<file path="config.mk">
export PLATFORM = sky130hd
export DESIGN_NAME = raid_stripe_writer
export DESIGN_NICKNAME = d
export VERILOG_FILES = /design/src/design/rsw_pkg.sv /design/src/design/rsw_mod.sv /design/src/design/rsw_datapath.sv /design/src/design/rsw_controller.sv /design/src/design/raid_stripe_writer.sv
export VERILOG_INCLUDE_DIRS = /design/src /design/src/design
export SDC_FILE = /design/constraint.sdc
export NUM_CORES = 1
export LEC_CHECK = 0
export BUFFER_PORTS_ARGS = -buffer_cell sky130_fd_sc_hd__buf_2
export CORE_MARGIN = 2
export CORE_UTILIZATION = 49
export CTS_CLUSTER_DIAMETER = 120
export DETAILED_ROUTE_END_ITERATION = 8
export MAX_ROUTING_LAYER = met4
export PLACE_DENSITY = 0.79
export SLEW_MARGIN = 20
export SYNTH_ARGS = -nofsm -noshare
export SYNTH_HDL_FRONTEND = slang
export SYNTH_HIERARCHICAL = 1
export SYNTH_SLANG_ARGS = --single-unit
</file>
<file path="constraint.sdc">
create_clock -name clk -period 11.4 [get_ports clk]
set_input_delay 1.14 -clock clk [delete_from_list [all_inputs] [get_ports clk]]
set_output_delay 1.14 -clock clk [all_outputs]
set_load 0.05 [all_outputs]
</file>
<file path="src/design/raid_stripe_writer_defines.svh">
// Assertion macros for the RAID stripe writer.
// Included by the top level; relies on clk and arst_n being in scope.
`ifndef RAID_STRIPE_WRITER_DEFINES_SVH
`define RAID_STRIPE_WRITER_DEFINES_SVH
`ifndef SYNTHESIS
`define RSW_ASSERT_NOW(lbl, ante, cons) \
	lbl: assert property (@(posedge clk) disable iff (!arst_n) (ante) |-> (cons)) \
	else $error("raid_stripe_writer: same-cycle check failed");
`define RSW_ASSERT_NEXT(lbl, ante, cons) \
	lbl: assert property (@(posedge clk) disable iff (!arst_n) (ante) |=> (cons)) \
	else $error("raid_stripe_writer: next-cycle check failed");
`else
`define RSW_ASSERT_NOW(lbl, ante, cons)
`define RSW_ASSERT_NEXT(lbl, ante, cons)
`endif
`endif

</file>
<file path="src/design/rsw_pkg.sv">
// Shared types and constants of the RAID stripe writer.
// No dependencies; imported by every module of the block.
`timescale 1ns / 1ps

package rsw_pkg;

	localparam int MAX_DISKS   = 8;
	localparam int BLOCK_BYTES = 4;
	localparam int STRIPE_BITS = 24;
	localparam int WORD_BITS   = 8 * BLOCK_BYTES;
	localparam int DISK_BITS   = 3;
	localparam int VB_BITS     = 3;
	localparam int NCFG_BITS   = 4;
	localparam int CNT_BITS    = $clog2(MAX_DISKS + 1);
	localparam int CFG_BITS    = 4;
	localparam int CFG_IDX_BITS = 1;

	// Register indexes of the configuration port.
	localparam logic [CFG_IDX_BITS-1:0] REG_RAID_MODE  = 1'd0;
	localparam logic [CFG_IDX_BITS-1:0] REG_DISK_COUNT = 1'd1;

	// RAID mode codes.
	localparam logic [1:0] MODE_STRIPE = 2'd0;
	localparam logic [1:0] MODE_MIRROR = 2'd1;
	localparam logic [1:0] MODE_PARITY = 2'd2;

	typedef struct packed {
		logic [WORD_BITS-1:0]   block_word;
		logic                   first_block;
		logic [STRIPE_BITS-1:0] start_stripe;
		logic                   final_block;
		logic [VB_BITS-1:0]     valid_bytes;
	} rsw_in_t;

	typedef struct packed {
		logic [DISK_BITS-1:0]   disk_index;
		logic [STRIPE_BITS-1:0] stripe_index;
		logic [WORD_BITS-1:0]   write_word;
		logic                   is_parity;
		logic                   run_last;
		logic                   chunk_done;
	} rsw_out_t;

	typedef enum logic [2:0] {
		EMIT_NONE,
		EMIT_DATA,
		EMIT_PAD,
		EMIT_PAR,
		EMIT_MIRR
	} rsw_emit_t;

	typedef struct packed {
		logic      load;
		logic      prep;
		logic      mod_go;
		rsw_emit_t emit;
		logic      close;
	} rsw_cmd_t;

	typedef struct packed {
		logic skip;
		logic mirror;
		logic need_res;
		logic res_ok;
		logic more_pad;
		logic par_need;
		logic mirr_last;
		logic out_free;
		logic mod_busy;
	} rsw_stat_t;

endpackage

</file>
<file path="src/design/rsw_mod.sv">
// Bit-serial remainder unit: one dividend bit per cycle, restoring form.
// Depends on rsw_pkg for the stripe and counter widths.
`timescale 1ns / 1ps

module rsw_mod import rsw_pkg::*; (
	input  logic                  clk,
	input  logic                  arst_n,
	input  logic                  start,
	input  logic [STRIPE_BITS:0]  dividend,
	input  logic [CNT_BITS-1:0]   divisor,
	output logic                  busy,
	output logic                  done,
	output logic [CNT_BITS-1:0]   rem
);

	localparam int NBITS  = STRIPE_BITS + 1;
	localparam int CW     = $clog2(NBITS + 1);

	logic            busy_q;
	logic            done_q;
	logic [CW-1:0]   cnt_q;
	logic [NBITS-1:0] sh_q;
	logic [CNT_BITS-1:0] rem_q;
	logic [CNT_BITS:0]   trial;
	logic [CNT_BITS-1:0] rem_nx;

	always_comb begin
		trial = {rem_q, sh_q[NBITS-1]};
		if (trial >= {1'b0, divisor}) begin
			rem_nx = CNT_BITS'(trial - {1'b0, divisor});
		end else begin
			rem_nx = CNT_BITS'(trial);
		end
	end

	always_ff @(posedge clk or negedge arst_n) begin
		if (!arst_n) begin
			busy_q <= 1'b0;
			done_q <= 1'b0;
			cnt_q  <= '0;
		end else begin
			done_q <= 1'b0;
			if (start) begin
				busy_q <= 1'b1;
				cnt_q  <= CW'(NBITS);
			end else if (busy_q) begin
				cnt_q <= cnt_q - CW'(1);
				if (cnt_q == CW'(1)) begin
					busy_q <= 1'b0;
					done_q <= 1'b1;
				end
			end
		end
	end

	always_ff @(posedge clk) begin
		if (start) begin
			sh_q  <= dividend;
			rem_q <= '0;
		end else if (busy_q) begin
			sh_q  <= {sh_q[NBITS-2:0], 1'b0};
			rem_q <= rem_nx;
		end
	end

	assign busy = busy_q;
	assign done = done_q;
	assign rem  = rem_q;

endmodule

</file>
<file path="src/design/rsw_datapath.sv">
// Datapath of the stripe writer: configuration, stripe state, XOR parity and
// the output register. Depends on rsw_pkg and instantiates rsw_mod.
`timescale 1ns / 1ps

module rsw_datapath import rsw_pkg::*; (
	input  logic                    clk,
	input  logic                    arst_n,
	input  logic                    cfg_we,
	input  logic [CFG_IDX_BITS-1:0] cfg_index,
	input  logic [CFG_BITS-1:0]     cfg_data,
	input  rsw_in_t                 blk,
	input  rsw_cmd_t                cmd,
	output rsw_stat_t               stat,
	output rsw_out_t                wr,
	output logic                    wr_valid,
	input  logic                    wr_ready
);

	logic [1:0]             mode_q;
	logic [NCFG_BITS-1:0]   ncfg_q;

	logic [WORD_BITS-1:0]   word_q;
	logic                   first_q;
	logic [STRIPE_BITS-1:0] start_q;
	logic                   fin_q;

	logic [STRIPE_BITS-1:0] stripe_q, stripe_d;
	logic [CNT_BITS-1:0]    slot_q, slot_d;
	logic [WORD_BITS-1:0]   acc_q, acc_d;
	logic                   active_q, active_d;
	logic [CNT_BITS-1:0]    res_q, res_d;
	logic                   res_ok_q, res_ok_d;

	rsw_out_t               wr_q, wr_d;
	logic                   wr_valid_q;

	logic [CNT_BITS-1:0]    n_eff, slots, pdisk, slot_nx, data_disk;
	logic                   is_mirr, is_par, more_pad, par_need, mirr_last, run_last;
	logic [WORD_BITS-1:0]   word_masked;
	logic                   mod_busy, mod_done;
	logic [CNT_BITS-1:0]    mod_rem;

	// Residue (stripe+1) mod n after one stripe step; the top stripe wraps to 0,
	// whose successor 1 is below every allowed n.
	function automatic logic [CNT_BITS-1:0] res_step(
		input logic [STRIPE_BITS-1:0] s,
		input logic [CNT_BITS-1:0]    r,
		input logic [CNT_BITS-1:0]    n
	);
		logic [CNT_BITS-1:0] r1;
		r1 = r + CNT_BITS'(1);
		if (&s) begin
			return CNT_BITS'(1);
		end else if (r1 == n) begin
			return '0;
		end else begin
			return r1;
		end
	endfunction

	always_comb begin
		if (ncfg_q < NCFG_BITS'(2)) begin
			n_eff = CNT_BITS'(2);
		end else if (ncfg_q > NCFG_BITS'(MAX_DISKS)) begin
			n_eff = CNT_BITS'(MAX_DISKS);
		end else begin
			n_eff = CNT_BITS'(ncfg_q);
		end
	end

	assign is_mirr   = (mode_q == MODE_MIRROR);
	assign is_par    = (mode_q == MODE_PARITY);
	assign slots     = is_mirr ? CNT_BITS'(1) : (is_par ? n_eff - CNT_BITS'(1) : n_eff);
	assign pdisk     = (res_q == '0) ? '0 : n_eff - res_q;
	assign slot_nx   = slot_q + CNT_BITS'(1);
	assign more_pad  = fin_q && (slot_nx < slots);
	assign par_need  = is_par && (fin_q || (slot_nx >= slots));
	assign data_disk = (is_par && (slot_q >= pdisk)) ? slot_nx : slot_q;
	assign mirr_last = (slot_nx == n_eff);

	always_comb begin
		for (int b = 0; b < BLOCK_BYTES; b++) begin
			word_masked[8*b +: 8] = (VB_BITS'(b) < blk.valid_bytes) ?
				blk.block_word[8*b +: 8] : 8'd0;
		end
	end

	rsw_mod u_mod (
		.clk      (clk),
		.arst_n   (arst_n),
		.start    (cmd.mod_go),
		.dividend ({1'b0, stripe_q} + (STRIPE_BITS + 1)'(1)),
		.divisor  (n_eff),
		.busy     (mod_busy),
		.done     (mod_done),
		.rem      (mod_rem)
	);

	always_comb begin
		stripe_d = stripe_q;
		slot_d   = slot_q;
		acc_d    = acc_q;
		active_d = active_q;
		res_d    = res_q;
		res_ok_d = res_ok_q;

		if (cmd.prep) begin
			if (first_q) begin
				stripe_d = start_q;
				slot_d   = '0;
				acc_d    = '0;
				res_ok_d = 1'b0;
			end else if (!active_q) begin
				slot_d = '0;
				acc_d  = '0;
			end
			active_d = 1'b1;
			// A slot left over from a wider configuration closes the stripe unwritten.
			if (slot_d >= slots) begin
				slot_d   = '0;
				acc_d    = '0;
				res_d    = res_step(stripe_d, res_d, n_eff);
				stripe_d = stripe_d + STRIPE_BITS'(1);
			end
		end

		if (mod_done) begin
			res_d    = mod_rem;
			res_ok_d = 1'b1;
		end

		case (cmd.emit) inside
			EMIT_DATA: begin
				slot_d = slot_nx;
				acc_d  = acc_q ^ word_q;
			end
			EMIT_PAD, EMIT_MIRR: begin
				slot_d = slot_nx;
			end
			default: begin
			end
		endcase

		if (cmd.close) begin
			if (slot_q >= slots) begin
				slot_d   = '0;
				acc_d    = '0;
				res_d    = res_step(stripe_q, res_q, n_eff);
				stripe_d = stripe_q + STRIPE_BITS'(1);
			end
			if (fin_q) begin
				active_d = 1'b0;
			end
		end

		if (cfg_we) begin
			res_ok_d = 1'b0;
		end
	end

	always_comb begin
		unique case (cmd.emit)
			EMIT_PAR:  run_last = 1'b1;
			EMIT_MIRR: run_last = mirr_last;
			default:   run_last = !more_pad && !par_need;
		endcase
		wr_d.stripe_index = stripe_q;
		wr_d.run_last     = run_last;
		wr_d.chunk_done   = run_last && fin_q;
		unique case (cmd.emit)
			EMIT_PAR: begin
				wr_d.disk_index = DISK_BITS'(pdisk);
				wr_d.write_word = acc_q;
				wr_d.is_parity  = 1'b1;
			end
			EMIT_MIRR: begin
				wr_d.disk_index = DISK_BITS'(slot_q);
				wr_d.write_word = word_q;
				wr_d.is_parity  = 1'b0;
			end
			EMIT_PAD: begin
				wr_d.disk_index = DISK_BITS'(data_disk);
				wr_d.write_word = '0;
				wr_d.is_parity  = 1'b0;
			end
			default: begin
				wr_d.disk_index = DISK_BITS'(data_disk);
				wr_d.write_word = word_q;
				wr_d.is_parity  = 1'b0;
			end
		endcase
	end

	always_ff @(posedge clk or negedge arst_n) begin
		if (!arst_n) begin
			mode_q     <= MODE_STRIPE;
			ncfg_q     <= NCFG_BITS'(3);
			stripe_q   <= '0;
			slot_q     <= '0;
			acc_q      <= '0;
			active_q   <= 1'b0;
			res_q      <= '0;
			res_ok_q   <= 1'b0;
			wr_valid_q <= 1'b0;
		end else begin
			if (cfg_we) begin
				unique case (cfg_index)
					REG_RAID_MODE:  mode_q <= cfg_data[1:0];
					REG_DISK_COUNT: ncfg_q <= cfg_data[NCFG_BITS-1:0];
					default: begin
					end
				endcase
			end
			stripe_q <= stripe_d;
			slot_q   <= slot_d;
			acc_q    <= acc_d;
			active_q <= active_d;
			res_q    <= res_d;
			res_ok_q <= res_ok_d;
			if (cmd.emit != EMIT_NONE) begin
				wr_valid_q <= 1'b1;
			end else if (wr_ready) begin
				wr_valid_q <= 1'b0;
			end
		end
	end

	always_ff @(posedge clk) begin
		if (cmd.load) begin
			word_q  <= word_masked;
			first_q <= blk.first_block;
			start_q <= blk.start_stripe;
			fin_q   <= blk.final_block;
		end
		if (cmd.emit != EMIT_NONE) begin
			wr_q <= wr_d;
		end
	end

	assign stat.skip      = (mode_q > MODE_PARITY);
	assign stat.mirror    = is_mirr;
	assign stat.need_res  = is_par && !res_ok_q;
	assign stat.res_ok    = res_ok_q;
	assign stat.more_pad  = more_pad;
	assign stat.par_need  = par_need;
	assign stat.mirr_last = mirr_last;
	assign stat.out_free  = !wr_valid_q || wr_ready;
	assign stat.mod_busy  = mod_busy;

	assign wr       = wr_q;
	assign wr_valid = wr_valid_q;

endmodule

</file>
<file path="src/design/rsw_controller.sv">
// Sequencer of the stripe writer: steps one input word through its writes.
// Depends on rsw_pkg for the command and status structs.
`timescale 1ns / 1ps

module rsw_controller import rsw_pkg::*; (
	input  logic      clk,
	input  logic      arst_n,
	input  logic      block_valid,
	output logic      block_ready,
	input  rsw_stat_t stat,
	output rsw_cmd_t  cmd
);

	typedef enum logic [3:0] {
		S_IDLE,
		S_PREP,
		S_RES,
		S_MODW,
		S_DATA,
		S_PAD,
		S_PAR,
		S_MIRR,
		S_CLOSE
	} state_t;

	state_t state_q, state_d;

	always_comb begin
		state_d     = state_q;
		block_ready = 1'b0;
		cmd         = '{load: 1'b0, prep: 1'b0, mod_go: 1'b0, emit: EMIT_NONE, close: 1'b0};
		unique case (state_q) inside
			S_IDLE: begin
				block_ready = 1'b1;
				// A word taken in the undefined mode is dropped without effect.
				if (block_valid && !stat.skip) begin
					cmd.load = 1'b1;
					state_d  = S_PREP;
				end
			end
			S_PREP: begin
				cmd.prep = 1'b1;
				state_d  = S_RES;
			end
			S_RES: begin
				if (stat.mirror) begin
					state_d = S_MIRR;
				end else if (stat.need_res) begin
					cmd.mod_go = 1'b1;
					state_d    = S_MODW;
				end else begin
					state_d = S_DATA;
				end
			end
			S_MODW: begin
				if (stat.res_ok) begin
					state_d = S_DATA;
				end
			end
			S_DATA, S_PAD: begin
				if (stat.out_free) begin
					cmd.emit = (state_q == S_DATA) ? EMIT_DATA : EMIT_PAD;
					if (stat.more_pad) begin
						state_d = S_PAD;
					end else if (stat.par_need) begin
						state_d = S_PAR;
					end else begin
						state_d = S_CLOSE;
					end
				end
			end
			S_PAR: begin
				if (stat.out_free) begin
					cmd.emit = EMIT_PAR;
					state_d  = S_CLOSE;
				end
			end
			S_MIRR: begin
				if (stat.out_free) begin
					cmd.emit = EMIT_MIRR;
					if (stat.mirr_last) begin
						state_d = S_CLOSE;
					end
				end
			end
			S_CLOSE: begin
				cmd.close = 1'b1;
				state_d   = S_IDLE;
			end
			default: begin
				state_d = S_IDLE;
			end
		endcase
	end

	always_ff @(posedge clk or negedge arst_n) begin
		if (!arst_n) begin
			state_q <= S_IDLE;
		end else begin
			state_q <= state_d;
		end
	end

endmodule

</file>
<file path="src/design/raid_stripe_writer.sv">
// RAID stripe writer: turns a chunk of data words into block writes for the disks.
// Channels: block_valid/block_ready/block_data carry one data word of a chunk;
// write_valid/write_ready/write_data carry one block write (disk, stripe, contents).
// Configuration is a plain write port (cfg_we, cfg_index, cfg_data), written while idle.
// The user is bound to it; the block does not enforce it. A word is taken only while
// the sequencer is idle. It then settles the stripe state, chooses the path, makes
// each block write in turn (one to n writes: the data word, padding and parity, or
// one copy per disk when mirroring) and closes the stripe. In parity mode the parity
// disk needs (stripe+1) mod n; it is tracked incrementally and recomputed by the
// bit-serial remainder unit after a new start stripe or a configuration write, and
// the word waits for that result before its first write.
// Writes leave through a single output register; a stalled receiver simply holds the
// sequencer in its current write state, and no write is lost or repeated.
// Reset returns the block to striping over three disks, stripe 0, no chunk active.
`timescale 1ns / 1ps
`include "raid_stripe_writer_defines.svh"

module raid_stripe_writer import rsw_pkg::*; (
	input  logic                    clk,
	input  logic                    arst_n,
	input  logic                    cfg_we,
	input  logic [CFG_IDX_BITS-1:0] cfg_index,
	input  logic [CFG_BITS-1:0]     cfg_data,
	input  logic                    block_valid,
	output logic                    block_ready,
	input  rsw_in_t                 block_data,
	output logic                    write_valid,
	input  logic                    write_ready,
	output rsw_out_t                write_data
);

	rsw_cmd_t  cmd;
	rsw_stat_t stat;

	// Sequencer decides what happens each cycle; datapath owns all other state.
	rsw_controller u_ctrl (
		.clk         (clk),
		.arst_n      (arst_n),
		.block_valid (block_valid),
		.block_ready (block_ready),
		.stat        (stat),
		.cmd         (cmd)
	);

	rsw_datapath u_dp (
		.clk       (clk),
		.arst_n    (arst_n),
		.cfg_we    (cfg_we),
		.cfg_index (cfg_index),
		.cfg_data  (cfg_data),
		.blk       (block_data),
		.cmd       (cmd),
		.stat      (stat),
		.wr        (write_data),
		.wr_valid  (write_valid),
		.wr_ready  (write_ready)
	);

	// A write is only produced when the output register can take it.
	`RSW_ASSERT_NOW(a_emit_room, cmd.emit != EMIT_NONE, !write_valid || write_ready)
	// The remainder unit must have finished before any write uses the parity disk.
	`RSW_ASSERT_NOW(a_mod_quiet, cmd.emit != EMIT_NONE, !stat.mod_busy)
	// Once a word is captured the input side closes until its writes are done.
	`RSW_ASSERT_NEXT(a_busy_after_load, cmd.load, !block_ready)
	// The parity block is always the last write caused by its word.
	`RSW_ASSERT_NOW(a_parity_last, write_valid && write_data.is_parity, write_data.run_last)

endmodule
</file>
==> flow_metrics.env, run 1 <==
export IMPL_die_h_um=163
export IMPL_leakage_nw=5.58
export IMPL_antenna_found_initial=0
export IMPL_max_freq_mhz=230
export IMPL_first_iter_violations=795
export IMPL_crit_required_ns=11.79
export IMPL_synth_warnings=6
export IMPL_r2r_start="u_dp/ncfg_q[1]"
export IMPL_hold_violations=0
export IMPL_whs_path_depth=2
export IMPL_drive_gt1_frac=0.195
export IMPL_vias_per_cell=5.74
export IMPL_critPathMaxFanout=32
export IMPL_vias=9326
export IMPL_postRouteAntennaNets=0
export IMPL_max_cap_viol_count=0
export IMPL_cts_root_buf="clkbuf_16"
export IMPL_io_buffers=134
export IMPL_h_tree_depth=1
export IMPL_slew_headroom=0.231
export IMPL_placed_area_mm2=0.0132
export IMPL_tritoncts="yes"
export IMPL_dr_pass1_iters=7
export IMPL_cts_buffers=26
export IMPL_insertion_delay_ns=0.53
export IMPL_overflow=0
export IMPL_min_from="u_dp/u_mod/cnt_q[4]"
export IMPL_io_pin_count=135
export IMPL_wl_per_cell_um=17.8
export IMPL_setup_viol=0
export IMPL_antenna_cells=0
export IMPL_end_kind="flop"
export IMPL_coreArea_mm2=0.0250
export IMPL_drc=0
export IMPL_postSynthAreaPerCell_um2=10.6
export IMPL_gp_congestion=0.912
export IMPL_hold_buffers=0
export IMPL_rows=58
export IMPL_cellPowerDensity_mw_per_mm2=276
export IMPL_grt_pass1_vias=9192
export IMPL_reg2reg_slack_ns=7.05
export IMPL_track_usage=0.225
export IMPL_peakVddDrop_mv=0.138
export IMPL_crit_type="flop to flop"
export IMPL_initial_utilization=0.494
export IMPL_fin_hold_ws_ns=0.534
export IMPL_post_route_util=0.565
export IMPL_syn_inst=1165
export IMPL_die_w_um=163
export IMPL_rsz0062_at_grt="false"
export IMPL_drv_slew=0
export IMPL_area_delta_synth_final_pct=14.4
export IMPL_fin_crit_sh=0.381
export IMPL_clock_sinks=233
export IMPL_dp_hpwl_um=19200
export IMPL_grt_max_degree=69
export IMPL_fin_crit_ns=4.35
export IMPL_die_area_mm2=0.0264
export IMPL_reg2regPathDepth=14
export IMPL_critPathLaunchType="flop"
export IMPL_min_to="u_dp/u_mod/cnt_q[4]"
export IMPL_worst_pin_slew_ns=1.15
export IMPL_stdcell_area_mm2=0.0141
export IMPL_clk_pin_slew_ns=0.06
export IMPL_final_setup_tns_ns=0
export IMPL_arrival_ns=4.74
export IMPL_cts_buffer_depth=3
export IMPL_status="completed"
export IMPL_clock_skew_final_ns=0.00855
export IMPL_synth_fp_nets=1267
export IMPL_synth_area_mm2=0.0123
export IMPL_hold_path_class="flop to flop"
export IMPL_fin_nets=1376
export IMPL_cts_setup_buffers=0
export IMPL_grt_pass1_wl_um=46500
export IMPL_drt_wl_total_um=28900
export IMPL_cts_resized=0
export IMPL_r2r_end="u_dp/acc_q[22]"
-- worst max-delay path, stage by stage (launching register included) --
cell	delay (ns)
dfstp_2	0.55
nand2b_1	0.16
nor2b_1	0.38
inv_1	0.18
ha_1	0.30
mux2_2	0.26
nor2_1	0.08
a21oi_1	0.09
ha_1	0.32
o21ai_0	0.10
o21ai_0	0.29
nand2_1	0.74
o21ai_2	0.24
buf_4	0.39
nor2_1	0.11
-- cell usage in the layout, fill, tap and decap left out, types with 5 or more instances in the layout --
cell type / count
nor3b_1: 7
clkbuf_16: 27
nor4b_1: 5
nand3b_1: 6
nand4_1: 15
ha_1: 29
nor4_1: 11
a22oi_1: 7
o21a_1: 7
dfrtp_1: 82
xor2_1: 58
nand2_1: 148
nor2b_1: 34
nor2_1: 104
nor3_1: 15
a21o_1: 6
buf_2: 133
edfxtp_1: 145
a31oi_1: 10
clkinv_2: 9
o21ai_0: 70
and2_1: 16
mux2i_1: 21
nand4b_1: 6
inv_1: 33
mux2_2: 35
a21oi_1: 45
o211ai_1: 6
xnor2_1: 29
buf_4: 12
o22ai_1: 9
nand3_1: 28
nand2b_1: 18
a221oi_1: 7
-- routing by layer --
metal	up-vias	GRT usage	wire, um
li1	4394	-	-
met1	4491	0.291	12400
met2	367	0.361	13800
met3	74	0.0339	1860
met4	0	0.0833	868
met5	-	-	0
-- registers in the layout, indices dropped and copies added, names as in the netlist, 2 cells and up --
signal / flops
u_dp/wr: 62
u_dp/ncfg_q: 4
u_dp/start_q: 24
u_dp/u_mod/cnt_q: 5
u_dp/slot_q: 4
u_dp/word_q: 32
u_dp/u_mod/sh_q: 25
u_ctrl/state_q: 4
u_dp/u_mod/rem: 4
u_dp/stripe_q: 24
u_dp/mode_q: 2
u_dp/acc_q: 32
u_dp/res_q: 4
-- through the flow --
stage / setup WS, ns / power [W] / cells
6_report: 7.05 / 0.00389 / 1624
5_1_grt: 6.61 / 0.00412 / 1624
4_1_cts: 7.11 / 0.00390 / 1624
3_5_place_dp: 7.15 / 0.00301 / 1576
3_3_place_gp: 7.33 / 0.00297 / 1576
2_1_floorplan: 7.22 / 0.00263 / 1165
-- area by class of cell --
type | instances | area [um2]
Fill cell | 2114 | 10900
Timing Repair Buffer | 145 | 756
Clock buffer | 31 | 711
Sequential cell | 233 | 6540
Multi-Input combinational cell | 835 | 5370
Inverter | 33 | 124
Clock inverter | 17 | 190
Tap cell | 330 | 413
-- power by group --
part	internal (W)	switching, W
Combinational	0.000503	0.00101
Clock	0.000535	0.000337
Sequential	0.00126	0.000250
-- worst max path at each step --
stage	slack, ns	start	end
floorplan	7.22	u_ctrl/state_q[2]	u_dp/fin_q
global placement	7.33	u_dp/ncfg_q[1]	u_dp/acc_q[5]
detailed placement	7.15	u_dp/ncfg_q[1]	u_dp/acc_q[22]
CTS	7.11	u_dp/ncfg_q[1]	u_dp/acc_q[22]
global route	6.61	u_dp/ncfg_q[1]	u_dp/acc_q[1]
finish	7.05	u_dp/ncfg_q[1]	u_dp/acc_q[22]
No activity file was read; power rests on OpenSTA's default activity.
==> run 2, diff against run 1 <==
ABC_AREA = 1   (was unset)
PLACE_DENSITY = 0.81   (was 0.79)
clock period = 3.49 ns   (was 11.4 ns; I/O delays follow)
==> run 2 against run 1 <==
Design area increased by 6.8%. Maximum frequency increased by 38%. Clock skew increased by 0.028 ns. Wire length increased by 15%. Sequential power increased to 3.3 times the previous value. Synthesized cell count increased by 31%. Die area increased by 4.5%. Largest cell class unchanged. Highest routed layer unchanged.
==> flow_metrics.env, run 2 <==
export IMPL_final_common_cell="nand2_1"
export IMPL_critPathMaxFanout=6
export IMPL_status="completed"
export IMPL_crit_type="flop to flop"
export IMPL_vias=10948
export IMPL_fin_crit_ns=3.15
export IMPL_r2r_start="u_dp/ncfg_q[3]"
export IMPL_cellPowerDensity_mw_per_mm2=915
export IMPL_coreArea_mm2=0.0260
export IMPL_post_route_util=0.580
export IMPL_fin_crit_sh=0.902
export IMPL_arrival_ns=3.46
export IMPL_synth_fp_nets=1629
export IMPL_synth_warnings=6
export IMPL_max_freq_mhz=318
export IMPL_end_kind="flop"
export IMPL_leakage_nw=7.13
export IMPL_synth_area_mm2=0.0129
export IMPL_grt_max_degree=60
export IMPL_die_h_um=166
export IMPL_seqCellArea_mm2=0.00654
export IMPL_reg2regPathDepth=14
export IMPL_cellInternalPower_w=0.00770
export IMPL_whs_path_depth=1
export IMPL_crit_required_ns=3.81
export IMPL_vias_per_cell=5.37
export IMPL_final_setup_tns_ns=0
export IMPL_finalPower_w=0.0138
export IMPL_worst_pin_slew_ns=0.905
export IMPL_reg2reg_slack_ns=0.34
export IMPL_fin_ws_ns=0.344
export IMPL_drv_slew=0
export IMPL_clk_pin_slew_ns=0.07
export IMPL_peakVddDrop_mv=0.556
export IMPL_antenna_found_initial=0
export IMPL_cts_root_buf="clkbuf_16"
export IMPL_drt_wl_total_um=33300
export IMPL_hold_buffers=26
export IMPL_drc=0
export IMPL_slew_headroom=0.396
export IMPL_wl_per_cell_um=16.3
export IMPL_setup_viol=0
export IMPL_nFillCells=2220
export IMPL_critPathLaunchType="flop"
export IMPL_clock_skew_final_ns=0.0370
export IMPL_pwr_share_clk=0.213
export IMPL_cts_buffer_depth=3
export IMPL_rsz0062_at_grt="false"
export IMPL_grt_pass1_wl_um=53400
export IMPL_min_to="u_dp/start_q[6]"
export IMPL_netSwitchingFraction=0.441
export IMPL_r2r_end="u_dp/wr[61]"
export IMPL_max_cap_viol_count=0
export IMPL_antenna_cells=0
export IMPL_layout_common_cells="349 x nand2_1, 261 x inv_1, 145 x edfxtp_1, 133 x buf_2, 124 x nor2_1"
export IMPL_die_w_um=166
export IMPL_rows=59
export IMPL_initial_utilization=0.497
export IMPL_hold_violations=0
export IMPL_dr_pass1_iters=6
export IMPL_p_seq_frac=0.359
export IMPL_syn_inst=1527
export IMPL_cts_buffers=26
export IMPL_p_switching_w=0.00609
export IMPL_dp_hpwl_um=23000
export IMPL_io_buffers=134
export IMPL_placedCellCount=1964
export IMPL_area_delta_synth_final_pct=16.8
export IMPL_tritoncts="yes"
export IMPL_clock_sinks=233
export IMPL_fin_nets=1785
export IMPL_io_pin_count=135
export IMPL_overflow=0
export IMPL_h_tree_depth=1
export IMPL_track_usage=0.243
export IMPL_power_frac_comb=0.428
export IMPL_die_area_mm2=0.0276
export IMPL_postRouteAntennaNets=0
export IMPL_grt_pass1_vias=10424
export IMPL_cts_resized=0
export IMPL_first_iter_violations=1064
export IMPL_gp_congestion=0.933
export IMPL_largest_reg_flops=62
export IMPL_drive_gt1_frac=0.167
export IMPL_place_ws_ns=0.359
export IMPL_insertion_delay_ns=0.56
export IMPL_cts_setup_buffers=0
export IMPL_layout_cells_non_filler=2038
export IMPL_hold_path_class="input pin to flop"
export IMPL_multi_input_area_mm2=0.00501
export IMPL_postSynthAreaPerCell_um2=8.45
export IMPL_min_from="block_data[10]"
run 2: worst max path at each step:
stage | from | endpoint | slack [ns] | cells past startpoint
detailed placement | u_dp/ncfg_q[3] | u_dp/wr[61] | 0.36 | 14
finish | u_dp/ncfg_q[3] | u_dp/wr[61] | 0.34 | 14
global route | u_dp/ncfg_q[3] | u_dp/stripe_q[15] | 0.09 | 18
floorplan | u_dp/ncfg_q[1] | u_dp/acc_q[14] | 0.43 | 16
global placement | u_dp/ncfg_q[1] | u_dp/wr[61] | 0.45 | 15
CTS | u_dp/ncfg_q[3] | u_dp/wr[61] | 0.35 | 14
run 2: power by group through the flow:
stage,Clock (W),Sequential [W],Combinational [W]
finish,0.00294,0.00495,0.00590
CTS,0.00298,0.00493,0.00586
global route,0.00310,0.00506,0.00651
floorplan,0,0.00566,0.00360
detailed placement,0,0.00497,0.00577
global placement,0,0.00494,0.00563
run 2: area by class of cell:
class / instances / area share
Clock inverter: 22 / 0.0178
Multi-Input combinational cell: 959 / 0.333
Tap cell: 335 / 0.0278
Clock buffer: 26 / 0.0432
Inverter: 281 / 0.0700
Timing Repair Buffer: 182 / 0.0746
Sequential cell: 233 / 0.434
run 2: worst max-delay path: stages (launching register included):
cell and delay [ns]:
dfrtp_1 0.46, inv_1 0.15, nand3_1 0.24, ha_1 0.30, fa_1 0.43, inv_1 0.06, nand2_1 0.08, ha_1 0.30
inv_1 0.06, o21bai_1 0.05, nand3_1 0.06, nand3_1 0.08, nand2_1 0.13, mux2_2 0.35, a21o_1 0.15
run 2: stage by stage:
stage	hold WS (ns)	instance area (um2)
CTS	0.00130	15100
finish	0.0108	15100
detailed placement	0.464	13900
global route	0.000721	15100
global placement	0.461	13900
floorplan	0.0534	12900
run 2: per-layer routing:
layer / GRT usage / part of all wire / vias up
li1: - / - / 5294
met1: 0.340 / 0.44 / 5106
met2: 0.374 / 0.46 / 461
met3: 0.0346 / 0.074 / 87
met4: 0.0697 / 0.027 / 0
met5: - / 0 / -
